### src/hrlp_pkg.sv
package hrlp_pkg;

    // Output queue geometry
    localparam int FIFO_DEPTH = 8;
    localparam int FIFO_AW    = $clog2(FIFO_DEPTH);
    localparam int FIFO_CW    = $clog2(FIFO_DEPTH + 1);

    // Character codes
    localparam logic [7:0] CH_CR      = 8'h0D;
    localparam logic [7:0] CH_SPACE   = 8'h20;
    localparam logic [7:0] CH_PERCENT = 8'h25;
    localparam logic [7:0] CH_PLUS    = 8'h2B;
    localparam logic [7:0] CH_QMARK   = 8'h3F;
    localparam logic [7:0] CH_G       = 8'h47;
    localparam logic [7:0] CH_H       = 8'h48;
    localparam logic [7:0] CH_E       = 8'h45;
    localparam logic [7:0] CH_T       = 8'h54;
    localparam logic [7:0] CH_A       = 8'h41;
    localparam logic [7:0] CH_D       = 8'h44;

    // Method match positions of a complete GET and HEAD
    localparam logic [2:0] POS_NONE     = 3'd0;
    localparam logic [2:0] POS_G        = 3'd1;
    localparam logic [2:0] POS_GET_DONE = 3'd3;
    localparam logic [2:0] POS_H        = 3'd4;
    localparam logic [2:0] POS_HEAD_DONE = 3'd7;

    // Token count, saturating
    localparam logic [2:0] TOK_METHOD = 3'd1;
    localparam logic [2:0] TOK_URI    = 3'd2;
    localparam logic [2:0] TOK_ALL    = 3'd3;
    localparam logic [2:0] TOK_SAT    = 3'd4;

    // Result codes
    localparam logic       KIND_URI    = 1'b0;
    localparam logic       KIND_REPORT = 1'b1;
    localparam logic [1:0] METH_GET    = 2'd0;
    localparam logic [1:0] METH_HEAD   = 2'd1;
    localparam logic [1:0] METH_OTHER  = 2'd2;
    localparam logic [1:0] STAT_OK     = 2'd0;
    localparam logic [1:0] STAT_COUNT  = 2'd1;
    localparam logic [1:0] STAT_ESCAPE = 2'd2;

    typedef enum logic [1:0] {
        PH_IDLE = 2'd0,
        PH_LINE = 2'd1,
        PH_DONE = 2'd2
    } phase_t;

    typedef enum logic [1:0] {
        HEX_NONE = 2'd0,
        HEX_HI   = 2'd1,
        HEX_LO   = 2'd2
    } hex_state_t;

    typedef struct packed {
        logic       ok;
        logic [3:0] val;
    } hex_t;

    typedef struct packed {
        logic       kind;
        logic [7:0] uri;
        logic [1:0] method;
        logic [1:0] status;
        logic       last;
    } result_t;

    // Results of one byte: count and up to two entries in order
    typedef struct packed {
        logic [1:0] n;
        result_t    r0;
        result_t    r1;
    } push_t;

    function automatic logic is_ws(input logic [7:0] b);
        return (b == CH_SPACE) || (b >= 8'h09 && b <= 8'h0D);
    endfunction

    function automatic hex_t hex_digit(input logic [7:0] b);
        hex_t h;
        h.ok  = 1'b1;
        h.val = 4'd0;
        if (b >= 8'h30 && b <= 8'h39)
            h.val = 4'(b - 8'h30);
        else if (b >= 8'h61 && b <= 8'h66)
            h.val = 4'(b - 8'h61 + 8'd10);
        else if (b >= 8'h41 && b <= 8'h46)
            h.val = 4'(b - 8'h41 + 8'd10);
        else
            h.ok = 1'b0;
        return h;
    endfunction

    // Character expected after a partial method match; zero where none
    function automatic logic [7:0] next_method_char(input logic [2:0] pos);
        logic [7:0] c;
        case (pos)
            3'd1:    c = CH_E;
            3'd2:    c = CH_T;
            3'd4:    c = CH_E;
            3'd5:    c = CH_A;
            3'd6:    c = CH_D;
            default: c = 8'h00;
        endcase
        return c;
    endfunction

endpackage

### src/hrlp_core.sv
module hrlp_core
    import hrlp_pkg::*;
(
    input  logic       clk,
    input  logic       rst_n,
    input  logic       item_valid,
    input  logic [7:0] item_byte,
    input  logic       item_start,
    input  logic       item_final,
    output push_t      push
);

    phase_t     phase_reg, phase_next;
    logic [2:0] tok_reg, tok_next;
    logic       between_reg, between_next;
    logic [2:0] pos_reg, pos_next;
    logic       mismatch_reg, mismatch_next;
    logic       query_reg, query_next;
    hex_state_t hexp_reg, hexp_next;
    logic [3:0] hexhi_reg, hexhi_next;
    logic       escerr_reg, escerr_next;

    // Hold parser state
    always_ff @(posedge clk or negedge rst_n)
    begin
        if (!rst_n)
        begin
            phase_reg    <= PH_IDLE;
            tok_reg      <= 3'd0;
            between_reg  <= 1'b1;
            pos_reg      <= POS_NONE;
            mismatch_reg <= 1'b0;
            query_reg    <= 1'b0;
            hexp_reg     <= HEX_NONE;
            hexhi_reg    <= 4'd0;
            escerr_reg   <= 1'b0;
        end
        else
        begin
            phase_reg    <= phase_next;
            tok_reg      <= tok_next;
            between_reg  <= between_next;
            pos_reg      <= pos_next;
            mismatch_reg <= mismatch_next;
            query_reg    <= query_next;
            hexp_reg     <= hexp_next;
            hexhi_reg    <= hexhi_next;
            escerr_reg   <= escerr_next;
        end
    end

    // Decode one byte and build its results
    always_comb
    begin
        logic       emit;
        logic       report;
        logic [7:0] ob;
        logic [1:0] meth;
        logic [1:0] stat;
        logic [7:0] want;
        hex_t       hv;
        result_t    ru;
        result_t    rr;

        phase_next    = phase_reg;
        tok_next      = tok_reg;
        between_next  = between_reg;
        pos_next      = pos_reg;
        mismatch_next = mismatch_reg;
        query_next    = query_reg;
        hexp_next     = hexp_reg;
        hexhi_next    = hexhi_reg;
        escerr_next   = escerr_reg;
        emit   = 1'b0;
        report = 1'b0;
        ob     = 8'h00;
        meth   = METH_OTHER;
        stat   = STAT_OK;
        want   = next_method_char(pos_reg);
        hv     = hex_digit(item_byte);

        if (item_valid)
        begin
            // Start a fresh line
            if (item_start)
            begin
                phase_next    = PH_LINE;
                tok_next      = 3'd0;
                between_next  = 1'b1;
                pos_next      = POS_NONE;
                mismatch_next = 1'b0;
                query_next    = 1'b0;
                hexp_next     = HEX_NONE;
                hexhi_next    = 4'd0;
                escerr_next   = 1'b0;
            end

            if (phase_next == PH_LINE)
            begin
                if (item_byte != CH_CR)
                begin
                    if (is_ws(item_byte))
                    begin
                        // Close the current token
                        if (!between_next)
                        begin
                            if (hexp_next != HEX_NONE)
                            begin
                                escerr_next = 1'b1;
                                hexp_next   = HEX_NONE;
                            end
                            between_next = 1'b1;
                        end
                    end
                    else
                    begin
                        if (between_next)
                        begin
                            if (tok_next < TOK_SAT)
                                tok_next = tok_next + 3'd1;
                            between_next = 1'b0;
                        end

                        if (tok_next == TOK_METHOD)
                        begin
                            // Advance the method match
                            if (!mismatch_next)
                            begin
                                if (pos_next == POS_NONE)
                                begin
                                    if (item_byte == CH_G)
                                        pos_next = POS_G;
                                    else if (item_byte == CH_H)
                                        pos_next = POS_H;
                                    else
                                        mismatch_next = 1'b1;
                                end
                                else if (want != 8'h00 && item_byte == want)
                                    pos_next = pos_next + 3'd1;
                                else
                                    mismatch_next = 1'b1;
                            end
                        end
                        else if (tok_next == TOK_URI && !query_next && !escerr_next)
                        begin
                            // Decode the URI
                            if (hexp_next != HEX_NONE)
                            begin
                                if (!hv.ok)
                                begin
                                    escerr_next = 1'b1;
                                    hexp_next   = HEX_NONE;
                                end
                                else if (hexp_next == HEX_HI)
                                begin
                                    hexhi_next = hv.val;
                                    hexp_next  = HEX_LO;
                                end
                                else
                                begin
                                    hexp_next = HEX_NONE;
                                    emit      = 1'b1;
                                    ob        = {hexhi_next, hv.val};
                                end
                            end
                            else if (item_byte == CH_PERCENT)
                                hexp_next = HEX_HI;
                            else if (item_byte == CH_QMARK)
                                query_next = 1'b1;
                            else
                            begin
                                emit = 1'b1;
                                ob   = (item_byte == CH_PLUS) ? CH_SPACE : item_byte;
                            end
                        end
                    end
                end

                // End of line: close the token and report
                if (item_byte == CH_CR || item_final)
                begin
                    if (hexp_next != HEX_NONE)
                    begin
                        escerr_next = 1'b1;
                        hexp_next   = HEX_NONE;
                    end
                    between_next = 1'b1;
                    if (!mismatch_next && pos_next == POS_GET_DONE)
                        meth = METH_GET;
                    else if (!mismatch_next && pos_next == POS_HEAD_DONE)
                        meth = METH_HEAD;
                    if (tok_next != TOK_ALL)
                        stat = STAT_COUNT;
                    else if (escerr_next)
                        stat = STAT_ESCAPE;
                    report     = 1'b1;
                    phase_next = PH_DONE;
                end
            end
        end

        ru.kind   = KIND_URI;
        ru.uri    = ob;
        ru.method = 2'd0;
        ru.status = 2'd0;
        ru.last   = !report;
        rr.kind   = KIND_REPORT;
        rr.uri    = 8'h00;
        rr.method = meth;
        rr.status = stat;
        rr.last   = 1'b1;

        push.n  = {1'b0, emit} + {1'b0, report};
        push.r0 = emit ? ru : rr;
        push.r1 = rr;
    end

endmodule

### src/hrlp_out_fifo.sv
module hrlp_out_fifo
    import hrlp_pkg::*;
(
    input  logic               clk,
    input  logic               rst_n,
    input  push_t              push,
    input  logic               pop,
    output result_t            head,
    output logic               head_valid,
    output logic [FIFO_CW-1:0] level
);

    result_t            mem_reg [FIFO_DEPTH];
    logic [FIFO_AW-1:0] wr_reg, wr_next;
    logic [FIFO_AW-1:0] rd_reg, rd_next;
    logic [FIFO_CW-1:0] cnt_reg, cnt_next;
    logic [FIFO_AW-1:0] wr_plus1;

    assign wr_plus1 = wr_reg + FIFO_AW'(1);

    // Advance pointers and fill level
    always_comb
    begin
        wr_next  = wr_reg + FIFO_AW'(push.n);
        rd_next  = rd_reg + FIFO_AW'(pop);
        cnt_next = cnt_reg + FIFO_CW'(push.n) - FIFO_CW'(pop);
    end

    always_ff @(posedge clk or negedge rst_n)
    begin
        if (!rst_n)
        begin
            wr_reg  <= '0;
            rd_reg  <= '0;
            cnt_reg <= '0;
        end
        else
        begin
            wr_reg  <= wr_next;
            rd_reg  <= rd_next;
            cnt_reg <= cnt_next;
        end
    end

    // Write up to two entries per cycle
    always_ff @(posedge clk)
    begin
        if (push.n != 2'd0)
            mem_reg[wr_reg] <= push.r0;
        if (push.n == 2'd2)
            mem_reg[wr_plus1] <= push.r1;
    end

    assign head       = mem_reg[rd_reg];
    assign head_valid = (cnt_reg != '0);
    assign level      = cnt_reg;

endmodule

### src/http_request_line_parser.sv
// HTTP request line parser with URI percent decoding.
// Input channel (in_valid/in_ready): one request byte per transfer with
// start_flag on the first byte of a request and final_flag on the last.
// Output channel (out_valid/out_ready): one result per transfer, either a
// decoded URI byte (result_kind 0) or the end-of-line report (result_kind 1)
// with method and status; last_of_run marks the last result of a byte.
// Throughput: one byte per cycle while in_ready is high. A byte that yields
// both a URI byte and the report produces two results, drained one per cycle
// while out_ready is high. Each byte passes the input register, then decode
// into the output queue, before its results reach out_valid.
// The input register feeds an eight-entry output queue; in_ready drops
// when the queue could not take the results of the byte in flight plus
// the next one, so a stalled receiver back-pressures the sender.
// Reset empties the queue and leaves the parser idle until a start byte;
// bytes before a start, or after a line's report, produce nothing.
module http_request_line_parser
    import hrlp_pkg::*;
(
    input  logic       clk,
    input  logic       rst_n,
    input  logic       in_valid,
    output logic       in_ready,
    input  logic [7:0] data_byte,
    input  logic       start_flag,
    input  logic       final_flag,
    output logic       out_valid,
    input  logic       out_ready,
    output logic       result_kind,
    output logic [7:0] uri_byte,
    output logic [1:0] method_code,
    output logic [1:0] status_code,
    output logic       last_of_run
);

    logic               item_valid_reg, item_valid_next;
    logic [7:0]         byte_reg;
    logic               start_reg;
    logic               final_reg;
    push_t              push;
    result_t            head;
    logic               head_valid;
    logic [FIFO_CW-1:0] level;
    logic [FIFO_CW:0]   committed;

    // Reserve room for the byte in flight and the next one
    assign committed = {1'b0, level} + (item_valid_reg ? (FIFO_CW+1)'(2) : '0);
    assign in_ready  = committed <= (FIFO_CW+1)'(FIFO_DEPTH - 2);

    assign item_valid_next = in_valid && in_ready;

    always_ff @(posedge clk or negedge rst_n)
    begin
        if (!rst_n)
            item_valid_reg <= 1'b0;
        else
            item_valid_reg <= item_valid_next;
    end

    // Capture the payload on transfer
    always_ff @(posedge clk)
    begin
        if (item_valid_next)
        begin
            byte_reg  <= data_byte;
            start_reg <= start_flag;
            final_reg <= final_flag;
        end
    end

    hrlp_core u_core (
        .clk        (clk),
        .rst_n      (rst_n),
        .item_valid (item_valid_reg),
        .item_byte  (byte_reg),
        .item_start (start_reg),
        .item_final (final_reg),
        .push       (push)
    );

    hrlp_out_fifo u_fifo (
        .clk        (clk),
        .rst_n      (rst_n),
        .push       (push),
        .pop        (head_valid && out_ready),
        .head       (head),
        .head_valid (head_valid),
        .level      (level)
    );

    assign out_valid   = head_valid;
    assign result_kind = head.kind;
    assign uri_byte    = head.uri;
    assign method_code = head.method;
    assign status_code = head.status;
    assign last_of_run = head.last;

endmodule

### config.mk
export PLATFORM = sky130hd
export DESIGN_NAME = http_request_line_parser
export DESIGN_NICKNAME = d
export VERILOG_FILES = /design/src/hrlp_pkg.sv /design/src/hrlp_core.sv /design/src/hrlp_out_fifo.sv /design/src/http_request_line_parser.sv
export SDC_FILE = /design/constraint.sdc
export NUM_CORES = 1
export LEC_CHECK = 0
export ABC_AREA = 1
export ABC_CLOCK_PERIOD_IN_PS = 5330
export BUFFER_PORTS_ARGS = -buffer_cell sky130_fd_sc_hd__buf_2
export CORE_UTILIZATION = 38
export CTS_BUF_LIST = sky130_fd_sc_hd__clkbuf_4 sky130_fd_sc_hd__clkbuf_8 sky130_fd_sc_hd__clkbuf_16
export CTS_CLUSTER_DIAMETER = 50
export DETAILED_ROUTE_END_ITERATION = 16
export PLACE_DENSITY_LB_ADDON = 0.08
export REMOVE_ABC_BUFFERS = 1
export SYNTH_ARGS = -nofsm -noshare
export SYNTH_HDL_FRONTEND = slang
export SYNTH_HIERARCHICAL = 1
export SYNTH_SLANG_ARGS = --single-unit
### constraint.sdc
create_clock -name clk -period 5.33 [get_ports clk]
set_clock_uncertainty 0.05 [all_clocks]
set_input_delay 0.7995 -clock clk [delete_from_list [all_inputs] [get_ports clk]]
set_output_delay 0.7995 -clock clk [all_outputs]
set_load 0.005 [all_outputs]
==> reports/metrics.yaml <==
clock_tree:
  clockRootBuffer: "clkbuf_16"
  clkSinkCount: 151
  numCtsBuffers: 17
  cts_hold_buf: 0
  htree_levels: 4
  cts_setup_buffers: 0
  cts_tree: "yes"
  postCtsResizedCells: 0
  clkLatencyLatePin_ns: 0.43
  clk_pin_slew_ns: 0.07
  clockBufferDepth: 2
route:
  num_vias: 8433
  wire_per_inst_um: 17.8
  drt_iter0_markers: 565
  ant_nets: 0
  routed_via_density: 5.13
  drt_wl_total_um: 29400
  drc: 0
  dr.pass1.iters: 5
finish:
  largest_reg_flops: 112
  multiInputGateArea_um2: 4410
  drive_above_1_share_pct: 11.5
  n_antenna_cell: 0
  areaGrowthSynthToFinish_pct: 6.67
  fillerInstances: 2669
  fin_nets: 1334
  regArea_um2: 4390
  final_cells: 1645
synthesis:
  ys_seq_area_share_pct: 43.4
  synth_top_family_by_area: "simple AND/OR/NAND/NOR gates"
  synthMostInstantiatedCell: "nand2_1"
  syn_avg_cell_area_um2: 7.58
  synth_simple_gate_area_share_pct: 35.7
  synthAdderAreaFrac_pct: 3.00
  synth_xor_area_share_pct: 0.607
  async_reset_ff_share_pct: 19.2
  synthMuxAreaShare_pct: 0
  yosys.area.top_type: "edfxtp_1"
  ys_types: 43
  synth_area_um2: 10100
  synthCells: 1333
  synth.area.top_cells: "edfxtp_1 36%, nand2_1 19%, nand4_1 7.2%, dfrtp_1 6.9%, inv_1 6.4%"
  ys_warn_count: 6
  synth_ff_type: "edfxtp_1"
  synthTopCellsByCount: "504 x nand2_1, 173 x inv_1, 122 x edfxtp_1"
  synth-edff-count: 122
  synth_top_cell_area_share_pct: 36.2
  synth_compound_area_share_pct: 3.63
  ys_ff_latch: 151
run_status:
  status: "finished clean"
grt:
  globalRouteOverflowTotal: 0
  grt.total_usage_pct: 22.6
  antenna_found_initial: 0
  grt_start_max_net_pins: 61
  grt_pass1_vias: 8109
  grt_pass1_wl_um: 46000
place:
  dp.cells: 1613
  port_buffers: 29
  dp_slack_ns: 0.580
  dp_hpwl_um: 18300
  gp_congestion: 0.856
power:
  power_leakage_uw: 0.00525
  power.density_nw_per_um2: 495
  vdd_drop_max_v: 0.000253
timing:
  fin_ws_ns: 0.603
  finalSetupViolCount: 0
  rsz0062_at_grt: "false"
  finalHoldViolCount: 0
  drv_slew: 0
  tightest_slew_ns: 1.08
  relSlewSlack_pct: 28.0
  fin_crit_sh_pct: 88.7
  fmax_ghz: 0.212
  fin_tns_setup_ns: 0
  layout_min_cycle_time_ns: 4.73
floorplanning:
  core_area_um2: 26100
  die_area_um2: 27300
  start_util_pct: 38.8
  die_x_um: 165
  rows: 59
  die_h_um: 165
  ios: 30
setup_path:
  worst_ep_required_time_ns: 5.32
  cp_slowest_cell: "edfxtp_1"
  slowest_delay_ns: 0.67
  crit_path_start_kind: "flop"
  crit_type: "flop to flop"
  crit_chain: "inv_2 -> nand2_1 -> inv_1 -> ha_1 -> nand2_1 -> nand2_1 -> nor2_2 -> nand2_2 -> nor2_2 -> nand3_4 -> inv_2 -> ha_1 -> inv_1 -> nand2_1 -> nor2_4 -> buf_4 -> nand3_2 -> o21ai_2"
  critPathCaptureType: "flop"
  critPathMaxFanout: 27
  cp_data_arrival_time_ns: 4.72
  crit_top_cell: "nand2_1"
worst_hold_path:
  hp-class: "primary input to async pin"
run:
  max_cap_viol_count: 0
[cell families (layout without fill, tap and decap cells)]
family / Yosys count / in the layout
AOI/OAI and AO/OA: 55 / 55
xor gates and xnor gates: 7 / 7
adders and majority gates: 23 / 23
buffers and inverters: 295 / 264
DFF: 151 / 151
other: 2 / 10
and+or+nand+nor: 800 / 800
[routing by layer]
metal / track usage [%] / wire length [µm] / up-vias
li1: - / - / 4211
met1: 28.8 / 13100 / 3912
met2: 37.7 / 13900 / 241
met3: 3.50 / 1350 / 69
met4: 9.97 / 973 / 0
met5: 0 / 0 / -
[worst paths after layout]
kind                                    from  cells past startpoint  slack (ns)              endpoint
hold reg to reg            u_core/tok_reg[1]                      2        0.46     u_core/tok_reg[1]
hold / removal                         rst_n                      1        0.36       u_fifo/level[3]
max in group asynchronous              rst_n                      1        4.39      u_fifo/rd_reg[0]
min in group clk           u_core/tok_reg[1]                      2        0.46     u_core/tok_reg[1]
setup reg to reg                   start_reg                     18        0.60  u_fifo/mem_reg[5][2]
setup / recovery                   start_reg                     18        0.60  u_fifo/mem_reg[5][2]
[power by group]
| group | switching, µW | leakage [µW] | total (µW) | internal, µW |
|---|---|---|---|---|
| combinational | 1860 | 0.00353 | 2500 | 635 |
| clock | 534 | 0.000279 | 1230 | 700 |
| sequential | 128 | 0.00144 | 1600 | 1470 |
[worst max-delay path, delay by kind of cell, from the launching register on]
family	cells	cell delay, ns
AND/OR/NAND/NOR	10	1.68
buffers and inverters	5	0.85
AO/OA/AOI/OAI	1	0.60
flip-flops	1	0.67
adder cells (fa/ha/maj)	2	0.48
[stage by stage]
| step | utilization [%] | hold slack, ns | power (µW) | instance area [µm²] |
|---|---|---|---|---|
| finish | 41.4 | 0.359 | 5330 | 10800 |
| global route | 41.4 | 0.409 | 5720 | 10800 |
| CTS | 41.4 | 0.392 | 5370 | 10800 |
| detailed placement | 39.1 | 0.445 | 4120 | 10200 |
| global placement | 39.1 | 0.453 | 4130 | 10200 |
| floorplan | - | 0.403 | 3220 | 9470 |
[cells in the final DEF (no fill, tap or decap), types with 17 or more instances in the layout]
cell and instances:
nand4_1 117, nand3_1 92, nor2_1 43, buf_4 17, buf_2 29, inv_1 172
nand2_1 504, ha_1 20, edfxtp_1 122, clkbuf_16 17, dfrtp_1 27
[area by class of cell]
class / count / share of cell area, %
Multi-Input combinational cell: 895 / 40.9
Sequential cell: 151 / 40.7
Inverter: 186 / 6.50
Clock buffer: 17 / 3.95
Tap cell: 335 / 3.89
Timing Repair Buffer: 46 / 2.53
Clock inverter: 15 / 1.55
(Power assumes the default switching activity.)
